File: src/design/assert_macros.svh
// Assertion helpers shared by the design files.
`ifndef ASSERT_MACROS_SVH
`define ASSERT_MACROS_SVH

// Condition that must hold at every clock edge out of reset.
`define SEM_ASSERT(lbl, cond, msg) \
    lbl: assert property (@(posedge clk) disable iff (!rst_n) (cond)) else $error(msg);

// Condition that must hold in the cycle after the trigger.
`define SEM_ASSERT_NEXT(lbl, trig, cond, msg) \
    lbl: assert property (@(posedge clk) disable iff (!rst_n) (trig) |=> (cond)) \
        else $error(msg);

`endif

File: src/design/sem_pkg.sv
package sem_pkg;

    localparam int PIX_W        = 24;
    localparam int CFG_DW       = 13;
    localparam int CFG_IW       = 1;
    localparam int HEIGHT_LIMIT = 4096;
    localparam int SAT_SUM      = 65280;
    localparam int JOB_DEPTH    = 4;
    localparam int JOB_AW       = 2;
    localparam int OUT_DEPTH    = 16;
    localparam int OUT_AW       = 4;

    localparam logic [CFG_IW-1:0] REG_FRAME_WIDTH  = 1'b0;
    localparam logic [CFG_IW-1:0] REG_FRAME_HEIGHT = 1'b1;

    typedef logic [PIX_W-1:0] pixel_t;

    // Window rows r-2, r-1, r by columns c-2, c-1, c; emit bits in result order:
    // centre (r-1,c-1), right edge (r-1,c), bottom edge (r,c-1), corner (r,c).
    typedef struct packed {
        pixel_t [2:0][2:0] win;
        logic   [3:0]      emit;
    } job_t;

    typedef struct packed {
        logic full;
        logic empty;
    } jq_stat_t;

    typedef struct packed {
        logic [7:0] blue;
        logic [7:0] green;
        logic [7:0] red;
        logic       run_last;
    } result_t;

endpackage

File: src/design/sem_job_fifo.sv
module sem_job_fifo
    import sem_pkg::*;
(
    input  logic     clk,
    input  logic     rst_n,
    input  logic     wr,
    input  job_t     wr_job,
    input  logic     rd,
    output job_t     head,
    output jq_stat_t stat
);

    job_t              slot_reg [JOB_DEPTH];
    logic [JOB_AW-1:0] wr_ptr_reg;
    logic [JOB_AW-1:0] rd_ptr_reg;
    logic [JOB_AW:0]   cnt_reg;
    logic              do_wr;
    logic              do_rd;

    assign stat.full  = (cnt_reg == (JOB_AW+1)'(JOB_DEPTH));
    assign stat.empty = (cnt_reg == '0);
    assign do_wr      = wr && !stat.full;
    assign do_rd      = rd && !stat.empty;
    assign head       = slot_reg[rd_ptr_reg];

    always_ff @(posedge clk or negedge rst_n)
    begin
        if (!rst_n)
        begin
            wr_ptr_reg <= '0;
            rd_ptr_reg <= '0;
            cnt_reg    <= '0;
        end
        else
        begin
            if (do_wr)
                wr_ptr_reg <= wr_ptr_reg + JOB_AW'(1);
            if (do_rd)
                rd_ptr_reg <= rd_ptr_reg + JOB_AW'(1);
            cnt_reg <= cnt_reg + (JOB_AW+1)'(do_wr) - (JOB_AW+1)'(do_rd);
        end
    end

    always_ff @(posedge clk)
    begin
        if (do_wr)
            slot_reg[wr_ptr_reg] <= wr_job;
    end

endmodule

File: config.mk
export PLATFORM = sky130hd
export DESIGN_NAME = sem_job_fifo
export DESIGN_NICKNAME = d
export VERILOG_FILES = /design/src/design/assert_macros.svh /design/src/design/sem_pkg.sv /design/src/design/sem_job_fifo.sv
export SDC_FILE = /design/constraint.sdc
export NUM_CORES = 1
export LEC_CHECK = 0
export BUFFER_PORTS_ARGS = -buffer_cell sky130_fd_sc_hd__buf_2
export CORE_MARGIN = 2
export CORE_UTILIZATION = 55
export DETAILED_ROUTE_END_ITERATION = 10
export GPL_TIMING_DRIVEN = 0
export PLACE_DENSITY = 0.77
export SLEW_MARGIN = 20
export SYNTH_ARGS = -nofsm -noshare
export SYNTH_HDL_FRONTEND = slang
export SYNTH_SLANG_ARGS = --single-unit
export TNS_END_PERCENT = 5
File: constraint.sdc
create_clock -name clk -period 18 [get_ports clk]
set_clock_uncertainty 0.05 [all_clocks]
set_input_delay 3.6 -clock clk [delete_from_list [all_inputs] [get_ports clk]]
set_output_delay 3.6 -clock clk [all_outputs]
set_load 0.02 [all_outputs]
==> impl_metrics.json <==
{
  "htreeDepth": 3,
  "synth.distinct_cells": 20,
  "regToRegSetupSlack_ps": 15220,
  "dieArea_um2": 60500,
  "p_clk_share_pct": 26.0,
  "p_per_area_nw_per_um2": 176,
  "hold-path-endpoint": "wr_ptr_reg[1]$_DFFE_PN0P_",
  "finalHoldViolCount": 0,
  "p_leak_nw": 13.3,
  "cp.arrival_ps": 2790,
  "required_ps": 14350,
  "fin_hold_ws_ps": 597,
  "synth_top_area_share_pct": 82.0,
  "synth_nets": 1422,
  "yosys.area.top_type": "edfxtp_1",
  "async_flop_share_pct": 0.789,
  "fp-row-count": 88,
  "critPathMostFrequentCell": "buf_2",
  "reg2reg_from": "cnt_reg[2]$_DFF_PN0_",
  "ant_nets": 0,
  "ys_top_cells_by_count": "880 x edfxtp_1, 220 x mux4_2, 22 x buf_2",
  "fin_cells": 2606,
  "grt_antenna_before_repair": 26,
  "p_total_mw": 6.84,
  "crit_family": "buffers and inverters",
  "die_h_um": 246,
  "netlist_instances": 1191,
  "wl_um": 66600,
  "design_area_um2": 38900,
  "setup_violations": 0,
  "timing.final.crit_share_pct": 35.8,
  "cpPeakStageDelay_ps": 620,
  "pwr-share-comb_pct": 33.0,
  "ios": 446,
  "ir_drop_uv": 125,
  "drive_gt1_share_pct": 47.3,
  "critPathKind": "flip-flop to output pin",
  "cts_hold_buf": 0,
  "multi_input_area_um2": 5240,
  "slowest_stage": "clkbuf_1",
  "cap_viol_max_count": 0,
  "synth-seq-area-share_pct": 82.5,
  "critPathLaunchType": "flip-flop",
  "synth_area_um2": 32200,
  "reg2reg_depth": 6,
  "r2r-end": "slot_reg[2][68]$_DFFE_PP_",
  "syn_area_per_cell_um2": 27.1,
  "drt-met1-wl_um": 24000,
  "via_per_inst": 5.71,
  "p_switching_mw": 2.18,
  "vias": 14871,
  "hpwl_um": 42800,
  "hp-start": "wr_ptr_reg[1]$_DFFE_PN0P_",
  "clockBufferDepth": 3,
  "path_depth": 5,
  "cts_setup_buffers": 0,
  "cts_tree": "yes",
  "crit_path_end_kind": "output pin",
  "clk_pin_slew_ps": 60,
  "rsz0062_at_grt": "no",
  "slew_violations": 0,
  "ys_seq_elements": 887,
  "yosys_warnings": 0,
  "switching_share_pct": 31.9,
  "die_w_um": 246,
  "grt_pass1_wl_um": 98700,
  "initial_core_util_pct": 55.8,
  "wl_met3_um": 6320,
  "hold_depth": 2,
  "tns_ps": 0,
  "place_ws_ps": 12160,
  "buffer_ports.inserted": 445,
  "drt-pass1-iter-count": 4,
  "grtUsageTotal_pct": 22.3,
  "grt_max_degree": 41,
  "path_cells": "buf_2 > clkbuf_1 > buf_2 > mux4_2 > buf_2",
  "cts_buffers": 86,
  "worstPathMaxFanout": 10,
  "fillCellCount": 3470,
  "area_growth_pct": 20.6,
  "synth_area_leaders": "edfxtp_1 82%, mux4_2 15%, buf_6 0.73%",
  "worst_slack_ps": 11560,
  "wl_met2_um": 34500,
  "drt_iter0_markers": 1065,
  "core-area_um2": 57800,
  "root_buffer": "clkbuf_16",
  "worst_hold_path_type": "flip-flop to flip-flop",
  "clk_latency_ps": 620,
  "placed_cell_area_um2": 36000,
  "placed_cells": 2425,
  "gp_congestion": 0.743,
  "worst_pin_slew_ps": 817,
  "max_slew_margin_pct": 45.5,
  "ys.flop_type": "edfxtp_1",
  "post_cts_resized": 0,
  "drc": 0,
  "synth.most_common_cell": "edfxtp_1",
  "drt-wirelength-per-cell_um": 25.5,
  "sequentialPowerShare_pct": 41.0,
  "status": "finished, final reports clean",
  "grt_pass1_vias": 15775,
  "cts_sinks": 887,
  "largest_reg_flops": 880,
  "post-route-util_pct": 67.3,
  "synth-edff-count": 880,
  "critical_path_buf_inv_count": 4,
  "overflow": 0,
  "p_int_mw": 4.66,
  "regArea_um2": 26600,
  "route.top_layer_used": "met5",
  "final_nets": 1979,
  "fmax_ghz": 0.155,
  "period_minus_slack_ps": 6440
}
-- layout by cell type (no fill, tap or decap), types with 2 or more instances in the layout --
cell type and n:
edfxtp_1 880, buf_2 467, mux4_2 220, clkbuf_16 87
diode_2 22, buf_6 21, clkbuf_1 21, clkinv_1 21
clkinv_2 12, buf_12 12, buf_16 12, bufinv_16 10
dfrtp_1 7, inv_1 6, ha_1 6, nand2b_1 4
xnor2_1 4, and3b_4 4, buf_4 3, inv_6 3
clkinv_8 3, clkinvlp_4 3, nand4bb_1 2, o211ai_1 2
inv_16 2
-- final cells by class --
| type | instances | area share, % |
|---|---|---|
| Sequential cell | 887 | 68.4 |
| Multi-Input combinational cell | 248 | 13.5 |
| Timing Repair Buffer | 469 | 7.20 |
| Clock buffer | 104 | 5.76 |
| Tap cell | 765 | 2.46 |
| Clock inverter | 55 | 1.51 |
| Buffer | 50 | 0.988 |
| Antenna cell | 22 | 0.142 |
| Inverter | 6 | 0.0579 |
-- worst max-delay path by stage --
stage                              startpoint                    endpoint  slack [ps]
floorplan                                  wr    slot_reg[0][0]$_DFFE_PP_        8670
global placement                           wr  slot_reg[2][138]$_DFFE_PP_        4620
detailed placement  rd_ptr_reg[1]$_DFFE_PN0P_                   head[178]       12160
CTS                 rd_ptr_reg[1]$_DFFE_PN0P_                   head[172]       11430
global route        rd_ptr_reg[1]$_DFFE_PN0P_                   head[172]       11420
finish              rd_ptr_reg[1]$_DFFE_PN0P_                   head[172]       11560
-- per-layer routing --
| metal | vias to the layer above | global-route usage (%) |
|---|---|---|
| li1 | 6352 | - |
| met5 | - | 0 |
| met3 | 118 | 7.39 |
| met2 | 558 | 37.8 |
| met4 | 24 | 6.63 |
| met1 | 7819 | 27.5 |
-- tightest hold or removal path: stages, from the launching register on --
cell      delay [ps]
dfrtp_1          420
nand2b_1          90
o211ai_1          90
-- cells by family after synthesis --
group | Yosys count | share of synthesized area [%]
DFF | 887 | 82.5
muxes | 220 | 15.4
buffers and inverters | 56 | 1.26
and+or+nand+nor | 13 | 0.322
adders and majority gates | 7 | 0.295
AOI/OAI and AO/OA | 4 | 0.0971
xor gates and xnor gates | 4 | 0.109
-- power groups by stage --
| stage | Clock [mW] | Combinational [mW] | Sequential (mW) |
|---|---|---|---|
| finish | 1.78 | 2.25 | 2.81 |
| global route | 1.89 | 2.39 | 2.83 |
| CTS | 1.81 | 2.30 | 2.81 |
| detailed placement | 0 | 2.27 | 2.84 |
| global placement | 0 | 2.17 | 3.01 |
| floorplan | 0 | 1.48 | 2.91 |
Power figures use the tool's default switching activity.
